--- src/rhs_pkg.sv ---
// shared types, constants and helpers for the smoothed rgb histogram
`timescale 1ns / 1ps
package rhs_pkg;

  localparam int COUNT_WIDTH_DEF = 24;
  localparam int BIN_COUNT       = 256;
  localparam int BIN_W           = 8;
  localparam int CHANNELS        = 3;
  localparam int RAW_W           = 24;
  localparam int SUM_W           = 28;
  localparam int TAP_W           = 3;

  localparam logic [1:0] OP_ACCUM = 2'd0;
  localparam logic [1:0] OP_READ  = 2'd1;
  localparam logic [1:0] OP_CLEAR = 2'd2;

  localparam logic [1:0] CH_RED   = 2'd0;
  localparam logic [1:0] CH_GREEN = 2'd1;
  localparam logic [1:0] CH_BLUE  = 2'd2;

  // taps of the 1-4-6-4-1 kernel, lowest neighbor first
  localparam logic [TAP_W-1:0] TAP_OUTER_LO = 3'd0;
  localparam logic [TAP_W-1:0] TAP_INNER_LO = 3'd1;
  localparam logic [TAP_W-1:0] TAP_CENTER   = 3'd2;
  localparam logic [TAP_W-1:0] TAP_INNER_HI = 3'd3;
  localparam logic [TAP_W-1:0] TAP_OUTER_HI = 3'd4;

  typedef struct packed {
    logic             req;
    logic             inc;
    logic [BIN_W-1:0] addr;
  } bank_req_t;

  typedef struct packed {
    logic             we;
    logic [BIN_W-1:0] addr;
  } bank_clr_t;

  typedef struct packed {
    logic             valid;
    logic [TAP_W-1:0] tap;
  } tap_t;

  // neighbor bin for a tap, clamped to the edge bins
  function automatic logic [BIN_W-1:0] clamp_bin(input logic [BIN_W-1:0] bin,
                                                 input logic [TAP_W-1:0] tap);
    logic [BIN_W+1:0] pos;
    pos = {2'b00, bin} + (BIN_W+2)'(tap);
    if (pos < (BIN_W+2)'(2)) begin
      return '0;
    end else if (pos > (BIN_W+2)'(BIN_COUNT + 1)) begin
      return BIN_W'(BIN_COUNT - 1);
    end else begin
      return BIN_W'(pos - (BIN_W+2)'(2));
    end
  endfunction

endpackage

--- src/rhs_smooth.sv ---
// weighted 1-4-6-4-1 accumulation over five bin reads, holds the result
`timescale 1ns / 1ps
module rhs_smooth #(
  parameter int COUNT_WIDTH = rhs_pkg::COUNT_WIDTH_DEF
) (
  input  logic                          clk,
  input  logic                          rst,
  input  rhs_pkg::tap_t                 tap,
  input  logic [COUNT_WIDTH-1:0]        data,
  output logic [rhs_pkg::RAW_W-1:0]     raw_count,
  output logic [rhs_pkg::SUM_W-1:0]     smoothed_sum,
  output logic                          result_valid
);
  import rhs_pkg::*;

  localparam int AccW = (COUNT_WIDTH + 4 > SUM_W) ? COUNT_WIDTH + 4 : SUM_W;
  localparam int RawW = (COUNT_WIDTH > RAW_W) ? COUNT_WIDTH : RAW_W;

  logic [AccW-1:0] acc;
  logic [AccW-1:0] acc_next;
  logic [AccW-1:0] ext;
  logic [AccW-1:0] term;
  logic [RawW-1:0] raw;

  always_comb begin
    ext = AccW'(data);
    case (tap.tap)
      TAP_OUTER_LO, TAP_OUTER_HI: term = ext;
      TAP_INNER_LO, TAP_INNER_HI: term = ext << 2;
      TAP_CENTER:                 term = (ext << 2) + (ext << 1);
      default:                    term = '0;
    endcase
    acc_next = (tap.tap == TAP_OUTER_LO) ? term : acc + term;
  end

  always_ff @(posedge clk) begin
    if (rst) begin
      result_valid <= 1'b0;
    end else begin
      result_valid <= tap.valid && (tap.tap == TAP_OUTER_HI);
    end
    if (tap.valid) begin
      acc <= acc_next;
      if (tap.tap == TAP_CENTER) begin
        raw <= RawW'(data);
      end
    end
  end

  assign raw_count    = raw[RAW_W-1:0];
  assign smoothed_sum = acc[SUM_W-1:0];

endmodule

--- config.mk ---
export PLATFORM = sky130hd
export DESIGN_NAME = rhs_smooth
export DESIGN_NICKNAME = d
export VERILOG_FILES = /design/src/rhs_pkg.sv /design/src/rhs_smooth.sv
export SDC_FILE = /design/constraint.sdc
export NUM_CORES = 1
export LEC_CHECK = 0
export BUFFER_PORTS_ARGS = -buffer_cell sky130_fd_sc_hd__buf_4
export CORE_MARGIN = 3
export CORE_UTILIZATION = 50
export CTS_CLUSTER_SIZE = 24
export DETAILED_ROUTE_END_ITERATION = 10
export PLACE_DENSITY = 0.77
export SETUP_SLACK_MARGIN = 0.02
export SKIP_CTS_REPAIR_TIMING = 1
export SYNTH_ARGS = -nofsm -noshare
export SYNTH_HDL_FRONTEND = slang
export SYNTH_SLANG_ARGS = --single-unit
--- constraint.sdc ---
create_clock -name clk -period 6.54 [get_ports clk]
set_input_delay 1.308 -clock clk [delete_from_list [all_inputs] [get_ports clk]]
set_output_delay 1.308 -clock clk [all_outputs]
set_load 0.01 [all_outputs]
==> results of run 1 <==
synthesized netlist by cell type, drive strengths merged (6+ instances only):
cell type and count:
a21oi 59, o21ai 53, edfxtp 52, ha 52
nand2 42, nor2 41, a21o 20, clkbuf 20
inv 18, xnor2 18, xor2 14, a22oi 13
nor3 13, a211oi 9, nand2b 9, nor2b 9
nand3 8, nand4 7, o21bai 7, o21a 6
or3 6
sequential cells by signal, summed over array words and instances (netlist names):
register,flops
smoothed_sum,28
raw_count,24
result_valid,1
power breakdown:
part / switching (W) / leakage (nW) / internal (W)
logic: 0.000463 / 1.83 / 0.000393
clock network: 0.000112 / 0.0552 / 0.000114
registers: 0.0000469 / 0.500 / 0.000476
area by class of cell:
| class | count | area [um^2] | share of cell area (%) |
|---|---|---|---|
| Multi-Input combinational cell | 453 | 3098 | 54.86 |
| Inverter | 18 | 67.56 | 1.197 |
| Timing Repair Buffer | 84 | 630.6 | 11.17 |
| Clock inverter | 2 | 35.03 | 0.6204 |
| Sequential cell | 53 | 1582 | 28.01 |
| Tap cell | 129 | 161.4 | 2.858 |
| Clock buffer | 6 | 72.57 | 1.285 |
path summary, 6_finish.rpt:
kind | slack [ns] | startpoint | to
max | 1.22 | data[1] | smoothed_sum[27]$_SDFFCE_PP0P_
min | 0.69 | smoothed_sum[27]$_SDFFCE_PP0P_ | smoothed_sum[27]$_SDFFCE_PP0P_
max reg2reg | 3.71 | smoothed_sum[0]$_DFFE_PP_ | smoothed_sum[16]$_DFFE_PP_
min reg2reg | 0.69 | smoothed_sum[27]$_SDFFCE_PP0P_ | smoothed_sum[27]$_SDFFCE_PP0P_
worst max-delay path, stage by stage:
cell and delay [ns]:
buf_4 0.12, ha_1 0.20, inv_1 0.08, fa_1 0.38
nand2b_1 0.20, a211oi_1 0.32, nor2_1 0.10, a31oi_1 0.35
a21o_1 0.18, a21oi_1 0.07, mux2i_1 0.13, o31ai_1 0.25
ha_1 0.36, a211o_1 0.31, a211oi_1 0.22, a21oi_1 0.15
o211ai_1 0.29, o21ai_0 0.14, o21ai_0 0.13, mux2i_1 0.20
logic make-up (layout without fill, tap and decap cells):
| kind of cell | after synthesis | count (layout) | share of synthesized area, % |
|---|---|---|---|
| AND/OR/NAND/NOR | 157 | 157 | 15.78 |
| AO/OA/AOI/OAI | 203 | 203 | 26.73 |
| XOR/XNOR | 32 | 32 | 5.814 |
| flip-flops | 53 | 53 | 32.81 |
| buffers and inverters | 39 | 110 | 3.036 |
| multiplexers | 7 | 7 | 1.505 |
| adder cells (fa/ha/maj) | 54 | 54 | 14.33 |
per-layer routing:
layer | track usage, % | vias up | routed length, um
met5 | 0 | - | 0
met4 | 4.558 | 0 | 157
met3 | 2.917 | 14 | 874
met2 | 37.00 | 174 | 5575
met1 | 32.53 | 2061 | 5691
li1 | - | 2210 | -
through the flow:
step                      util (%)  instance area, um^2  instances  setup WS [ns]  hold slack, ns
after CTS                    60.82                 5647        745          1.275          0.7027
final                        60.82                 5647        745          1.220          0.6911
after floorplan                  -                 4821        545          1.598          0.6744
after global placement       59.66                 5539        737          1.096          0.6566
after global routing         60.82                 5647        745         0.8871          0.7819
after detailed placement     59.66                 5539        737         0.9333          0.6757
==> results.py, run 1 <==
metrics = {
    "timing": {
        "period_share_pct": 81.35,
        "fin_setup_tns_ns": 0,
        "finalCriticalPeriod_ns": 5.320,
        "worstMarginPinSlew_ns": 1.069,
        "maxSlewViolCount": 0,
        "skew_ns": 0.01026,
        "setup_violations": 0,
        "rsz0062_at_grt": "no",
        "max_freq_mhz": 188.0,
        "hold_viol": 0,
        "slew_headroom_pct": 28.74,
    },
    "global_route": {
        "grt_pass1_vias": 4266,
        "grt-ovfl-total": 0,
        "antenna_found_initial": 0,
        "grt_max_degree": 31,
        "grt_usage_pct": 22.70,
        "grt_pass1_wl_mm": 20.71,
    },
    "critical_path": {
        "critPathLaunchType": "primary input",
        "ff2ff_path_depth": 11,
        "required_ns": 6.71,
        "cp.arrival_ns": 5.49,
        "crit_type": "in2reg",
        "cp_max_fo": 7,
        "crit_path_end_kind": "flip-flop",
    },
    "power": {
        "p_leak_nw": 2.390,
        "p_total_w": 0.001605,
        "peakVddDrop_mv": 0.1404,
        "power_density_nw_per_um2": 284.2,
    },
    "yosys": {
        "synth_top_cell_area_share_pct": 32.39,
        "postSynthCellCount": 545,
        "synth_top_cell_by_area": "edfxtp_1",
        "async_flop_share_pct": 0,
        "synth_edf_count": 52,
        "avgSynthCellArea_um2": 8.846,
        "netlist_area_um2": 4821,
        "synth-main-ff-cell": "edfxtp_1",
        "yosysSeqAreaShare_pct": 32.81,
        "synthTopCellsByArea": "edfxtp_1, ha_1, a21oi_1",
        "synth_cell_types": 56,
        "synth_nets": 629,
        "yosys_warnings": 0,
        "ys_ff_latch": 53,
    },
    "clock_network": {
        "cts_sinks": 53,
        "htreeDepth": 2,
        "path_clk_slew_ns": 0.10,
        "cts_root_buf": "clkbuf_8",
        "cts_tree": "yes",
        "clockBufferDepth": 2,
        "numCtsBuffers": 5,
        "insertion_delay_ns": 0.32,
    },
    "cells_and_area": {
        "fill_cells": 856,
        "layout-drive-gt1-share_pct": 16.23,
        "final_common_cell": "buf_4",
        "fin_nets": 699,
        "final_cell_mix": "buf_4, a21oi_1, o21ai_0, ha_1, edfxtp_1",
        "diodes": 0,
        "layout-area-overhead-vs-synth_pct": 17.13,
    },
    "floorplan": {
        "die_w_um": 104.2,
        "ioPinCount": 83,
        "row_count": 35,
        "core_area_um2": 9284,
        "die_h_um": 104.2,
        "dieArea_um2": 10860,
        "start_util_pct": 51.93,
    },
    "flow_run": {
        "max_cap_viol_count": 0,
    },
    "place": {
        "numPortBuffers": 82,
        "gp_congestion": 0.9775,
        "hpwl_mm": 9.586,
    },
    "drt": {
        "drtIter0Drc": 259,
        "viasPerCell": 5.985,
        "num_vias": 4459,
        "wl_per_cell_um": 16.51,
        "drc_errors": 0,
        "dr.pass1.iters": 7,
        "ant_nets": 0,
        "wirelength_mm": 12.30,
    },
    "hold_path": {
        "min_path_cells": 2,
        "hold_path_class": "reg2reg",
    },
    "outcome": {
        "status": "finished, final reports clean",
    },
}
Power figures use the tool's default switching activity.
==> run 2, diff against run 1 <==
--- a/config.mk
+++ b/config.mk
@@ -10,7 +10,7 @@
 export CORE_UTILIZATION = 50
 export CTS_CLUSTER_SIZE = 24
 export DETAILED_ROUTE_END_ITERATION = 10
-export PLACE_DENSITY = 0.77
+export PLACE_DENSITY = 0.8
 export SETUP_SLACK_MARGIN = 0.02
 export SKIP_CTS_REPAIR_TIMING = 1
 export SYNTH_ARGS = -nofsm -noshare
==> constraint.sdc (replaced) <==
create_clock -name clk -period 4.3 [get_ports clk]
set_input_delay 0.86 -clock clk [delete_from_list [all_inputs] [get_ports clk]]
set_output_delay 0.86 -clock clk [all_outputs]
set_load 0.01 [all_outputs]
==> run 2 against run 1 <==
Compared with the run above: the flow now finishes with violations (negative setup slack); clock power grew 30%; die area did not move; first-iteration DRC count is 19% higher; utilization increased by 15 points; sequential power up 54%; clock-buffer cell count rose by 1; sequential share of layout area shrank 5.4 points; sequential cell count is the same; final cell count rose by 18%; non-clock buffer count rose by 132; via count increased by 17%; critical path type unchanged.
==> results.py, run 2 (synthesis results as in run 1) <==
metrics = {
    "clock_network": {
        "numCtsBuffers": 5,
        "cts_root_buf": "clkbuf_8",
        "path_clk_slew_ns": 0.11,
        "htreeDepth": 2,
        "cts_tree": "yes",
        "cts_sinks": 53,
        "clockBufferDepth": 2,
        "insertion_delay_ns": 0.32,
    },
    "floorplan": {
        "ioPinCount": 83,
        "core_area_um2": 9284,
        "die_w_um": 104.2,
        "dieArea_um2": 10860,
        "die_h_um": 104.2,
        "start_util_pct": 51.93,
        "row_count": 35,
    },
    "place": {
        "gp_congestion": 0.9349,
        "hpwl_mm": 11.37,
        "dpl_cell_area_um2": 6419,
        "numPortBuffers": 82,
        "place_inst": 849,
    },
    "critical_path": {
        "reg2reg_setup_slack_ns": 1.45,
        "cp_num_buf_inv": 2,
        "critical_path.max_stage_delay_ns": 0.43,
        "critPathLaunchType": "primary input",
        "r2r-end": "smoothed_sum[14]$_DFFE_PP_",
        "cp.arrival_ns": 4.55,
        "ff2ff_path_depth": 12,
        "required_ns": 4.38,
        "crit_chain": "buf_4, ha_4, o21ai_0, o21bai_1, o311a_1, a311o_2, buf_4, a31oi_4, xor2_1, or4_1, nand2_2, ha_4, and4_1, o2111ai_2, o2111ai_2, a41o_1, xor2_1, nor2_1, a21oi_1",
        "path_delay_family": "compound AO/OA/AOI/OAI gates",
        "cp_max_fo": 5,
        "slowest_stage": "or4_1",
        "crit_path_end_kind": "flip-flop",
        "crit_type": "in2reg",
        "r2r-start": "smoothed_sum[0]$_DFFE_PP_",
    },
    "cells_and_area": {
        "layout-drive-gt1-share_pct": 38.37,
        "largest_reg_flops": 28,
        "final_common_cell": "buf_4",
        "final_cells": 877,
        "final_area_um2": 6993,
        "final_cell_mix": "buf_4, edfxtp_1, a21oi_1, ha_1, nand2_1",
        "diodes": 0,
        "fill_cells": 673,
        "fin_nets": 831,
        "layout-area-overhead-vs-synth_pct": 45.06,
    },
    "timing": {
        "slew_headroom_pct": 43.42,
        "skew_ns": 0.01331,
        "setup_violations": 8,
        "worstMarginPinSlew_ns": 0.8466,
        "period_share_pct": 104.0,
        "holdWs_ns": 0.6774,
        "hold_viol": 0,
        "fin_setup_tns_ns": -0.7532,
        "max_freq_mhz": 223.6,
        "setup_ws_ns": -0.1727,
        "maxSlewViolCount": 0,
        "rsz0062_at_grt": "yes",
        "finalCriticalPeriod_ns": 4.473,
    },
    "drt": {
        "wl_per_cell_um": 17.90,
        "wirelength_mm": 15.69,
        "ant_nets": 0,
        "num_vias": 5227,
        "drtIter0Drc": 307,
        "dr.pass1.iters": 5,
        "drc_errors": 0,
        "viasPerCell": 5.960,
    },
    "hold_path": {
        "min_from": "rst",
        "worstHoldEndpoint": "result_valid$_SDFF_PP0_",
        "hold_path_class": "in2reg",
        "min_path_cells": 2,
    },
    "global_route": {
        "grt_usage_pct": 26.24,
        "grt_max_degree": 31,
        "grt_pass1_wl_mm": 23.78,
        "grt-ovfl-total": 0,
        "antenna_found_initial": 0,
        "grt_pass1_vias": 4939,
    },
    "flow_run": {
        "max_cap_viol_count": 0,
    },
    "power": {
        "p_leak_nw": 3.074,
        "p_total_w": 0.002974,
        "peakVddDrop_mv": 0.2624,
        "power_density_nw_per_um2": 425.3,
    },
    "outcome": {
        "status": "complete, but fails checks",
        "violations": "negative setup slack",
    },
}
[run 2: cell count changes in the layout (fill, tap and decap cells not counted), moves of 5 or more]
cell,delta
a21oi_1,-12
a21oi_2,+9
buf_4,+127
ha_1,-8
ha_4,+5
o21ai_0,-17
o21ai_1,+12
o21ai_2,+5
[run 2: layout make-up]
| cell class | count | area, um^2 | share of cell area (%) |
|---|---|---|---|
| tap | 129 | 161.4 | 2.308 |
| clock inverter | 1 | 7.507 | 0.1074 |
| timing repair buffer | 216 | 1649 | 23.58 |
| multi-input combinational | 453 | 3450 | 49.33 |
| clock buffer | 7 | 76.32 | 1.091 |
| inverter | 18 | 67.56 | 0.9662 |
| sequential | 53 | 1582 | 22.62 |
[run 2: layer usage]
layer  vias to the layer above  routed length [um]  share of wire (%)  global-route usage (%)
met2                       236                7473                 48                   43.73
met4                         0                 462                2.9                   6.838
li1                       2468                   -                  -                       -
met5                         -                   0                  0                       0
met1                      2470                6832                 44                   36.54
met3                        53                 926                5.9                   2.731
[run 2: worst max path at each step]
stage / startpoint / cells after the start / endpoint / slack, ns
2_1_floorplan: data[0] / 19 / smoothed_sum[25]$_DFFE_PP_ / -0.009
3_3_place_gp: data[1] / 20 / smoothed_sum[17]$_DFFE_PP_ / -0.47
3_5_place_dp: data[1] / 20 / smoothed_sum[17]$_DFFE_PP_ / -0.65
4_1_cts: data[1] / 20 / smoothed_sum[17]$_DFFE_PP_ / -0.33
5_1_grt: data[2] / 19 / smoothed_sum[22]$_DFFE_PP_ / -0.33
6_report: data[2] / 19 / smoothed_sum[22]$_DFFE_PP_ / -0.17
[run 2: per-stage QoR]
step                      setup slack (ns)  utilization, %
after floorplan                  -0.008734               -
after global placement             -0.4725           69.14
after detailed placement           -0.6454           69.14
after CTS                          -0.3297           70.04
after global routing               -0.3344           75.32
final                              -0.1727           75.32
[run 2: power by group]
part / total [W] / switching (W) / internal (W)
Sequential: 0.000803 / 0.0000786 / 0.000724
Clock: 0.000293 / 0.000177 / 0.000116
Combinational: 0.00188 / 0.000917 / 0.000960
==> run 3, diff against run 2 <==
--- a/config.mk
+++ b/config.mk
@@ -10,7 +10,7 @@
 export CORE_UTILIZATION = 50
 export CTS_CLUSTER_SIZE = 24
 export DETAILED_ROUTE_END_ITERATION = 10
-export PLACE_DENSITY = 0.8
+export PLACE_DENSITY = 0.75
 export SETUP_SLACK_MARGIN = 0.02
 export SKIP_CTS_REPAIR_TIMING = 1
 export SYNTH_ARGS = -nofsm -noshare
==> run 3 against run 2 <==
Compared with the run above: the flow still finishes with violations (negative setup slack); worst setup slack lost 0.095 ns; power shrank 1.7%; clock power shrank 2%; clock-buffer cell count shrank 1; design area shrank 0.89%.
==> results.py, run 3 (synthesis results as in run 1) <==
metrics = {
    "outcome": {
        "status": "complete, but fails checks",
        "violations": "negative setup slack",
    },
    "timing": {
        "slew_headroom_pct": 20.15,
        "finalCriticalPeriod_ns": 4.568,
        "holdWs_ns": 0.6859,
        "skew_ns": 0.008054,
        "setup_ws_ns": -0.2678,
        "hold_viol": 0,
        "max_freq_mhz": 218.9,
        "setup_violations": 11,
        "maxSlewViolCount": 0,
        "rsz0062_at_grt": "yes",
        "period_share_pct": 106.2,
        "worstMarginPinSlew_ns": 1.191,
    },
    "critical_path": {
        "crit_path_end_kind": "flip-flop",
        "cp.arrival_ns": 4.60,
        "required_ns": 4.33,
        "critPathLaunchType": "primary input",
        "cp_max_fo": 5,
        "reg2reg_setup_slack_ns": 1.61,
        "crit_type": "in2reg",
    },
    "clock_network": {
        "cts_root_buf": "clkbuf_8",
        "insertion_delay_ns": 0.31,
        "clockBufferDepth": 2,
        "cts_tree": "yes",
        "numCtsBuffers": 5,
        "cts_sinks": 53,
        "path_clk_slew_ns": 0.10,
        "htreeDepth": 2,
    },
    "floorplan": {
        "row_count": 35,
        "start_util_pct": 51.93,
        "core_area_um2": 9284,
        "die_w_um": 104.2,
        "die_h_um": 104.2,
        "dieArea_um2": 10860,
        "ioPinCount": 83,
    },
    "power": {
        "p_int_w": 0.001768,
        "power_frac_comb_pct": 62.7,
        "p_sw_share_pct": 39.52,
        "peakVddDrop_mv": 0.3266,
        "clockPowerShare_pct": 9.8,
        "p_sw_w": 0.001155,
        "pwr-share-seq_pct": 27.4,
        "p_leak_nw": 3.066,
        "power_density_nw_per_um2": 421.7,
    },
    "cells_and_area": {
        "layout-drive-gt1-share_pct": 37.40,
        "fin_nets": 829,
        "final_cell_mix": "buf_4, edfxtp_1, a21oi_1, ha_1, nand2_1",
        "layout-area-overhead-vs-synth_pct": 43.76,
        "largest_reg_flops": 28,
        "final_cells": 875,
        "diodes": 0,
        "final_common_cell": "buf_4",
    },
    "global_route": {
        "grt_usage_pct": 26.12,
        "grt-ovfl-total": 0,
        "grt_max_degree": 31,
        "grt_pass1_vias": 4866,
        "grt_pass1_wl_mm": 23.58,
        "antenna_found_initial": 0,
    },
    "place": {
        "hpwl_mm": 11.33,
        "gp_congestion": 0.9032,
        "numPortBuffers": 82,
        "place_inst": 861,
        "post-place-ws_ns": -0.6267,
    },
    "drt": {
        "drc_errors": 0,
        "wirelength_mm": 15.40,
        "wl_per_cell_um": 17.60,
        "ant_nets": 0,
        "num_vias": 5181,
        "dr.pass1.iters": 5,
        "viasPerCell": 5.921,
        "drtIter0Drc": 276,
    },
    "flow_run": {
        "max_cap_viol_count": 0,
    },
    "hold_path": {
        "hold_path_class": "in2reg",
    },
}
run 3: stage by stage:
stage	setup TNS (ns)	util (%)	area, um^2	total power [W]
after floorplan	-0.008734	-	4860	0.001711
after global placement	-5.956	70.11	6509	0.002352
after detailed placement	-7.402	70.11	6509	0.002391
after CTS	-2.325	71.00	6591	0.002689
after global routing	-4.676	74.65	6930	0.003111
final	-1.536	74.65	6930	0.002923
run 3: power groups by stage:
stage	Clock, W	Combinational, W	Sequential (W)
after global routing	0.000315	0.00199	0.000808
after global placement	0	0.00155	0.000806
after detailed placement	0	0.00158	0.000808
after floorplan	0	0.000875	0.000837
final	0.000288	0.00183	0.000801
after CTS	0.000295	0.00160	0.000797
run 3: path summary, 6_finish.rpt:
path	from	endpoint	depth (start not counted)
max	data[1]	smoothed_sum[26]$_DFFE_PP_	22
min	rst	result_valid$_SDFF_PP0_	2
max reg2reg	smoothed_sum[0]$_DFFE_PP_	smoothed_sum[22]$_DFFE_PP_	12
min reg2reg	smoothed_sum[27]$_SDFFCE_PP0P_	smoothed_sum[27]$_SDFFCE_PP0P_	2
run 3: critical path, stage by stage:
cell,delay [ns]
buf_12,0.11
ha_4,0.16
inv_1,0.08
fa_2,0.20
nand2b_4,0.15
a21oi_2,0.07
o21ai_0,0.26
a21boi_1,0.15
o21a_1,0.19
or3_1,0.31
a41oi_1,0.19
o21ai_0,0.12
ha_1,0.35
nand4_1,0.18
nor2_2,0.24
buf_4,0.16
o2111ai_4,0.13
o2111ai_4,0.14
nand2_2,0.11
o31ai_2,0.22
xnor2_1,0.15
nor2_1,0.05
run 3: layout make-up:
cell class                      instances  area [um^2]
Tap cell                              129        161.4
Multi-Input combinational cell        453         3396
Inverter                               18        67.56
Clock inverter                          2        10.01
Sequential cell                        53         1582
Timing Repair Buffer                  214         1642
Clock buffer                            6        72.57
Fill cell                             734         2354
run 3: routing by layer:
layer  global-route usage [%]  wire (um)  vias to the layer above
met4                    5.698        287                        0
met1                    36.83       6704                     2440
met5                        0          0                        -
met3                    3.724       1080                       33
li1                         -          -                     2479
met2                    42.80       7326                      229
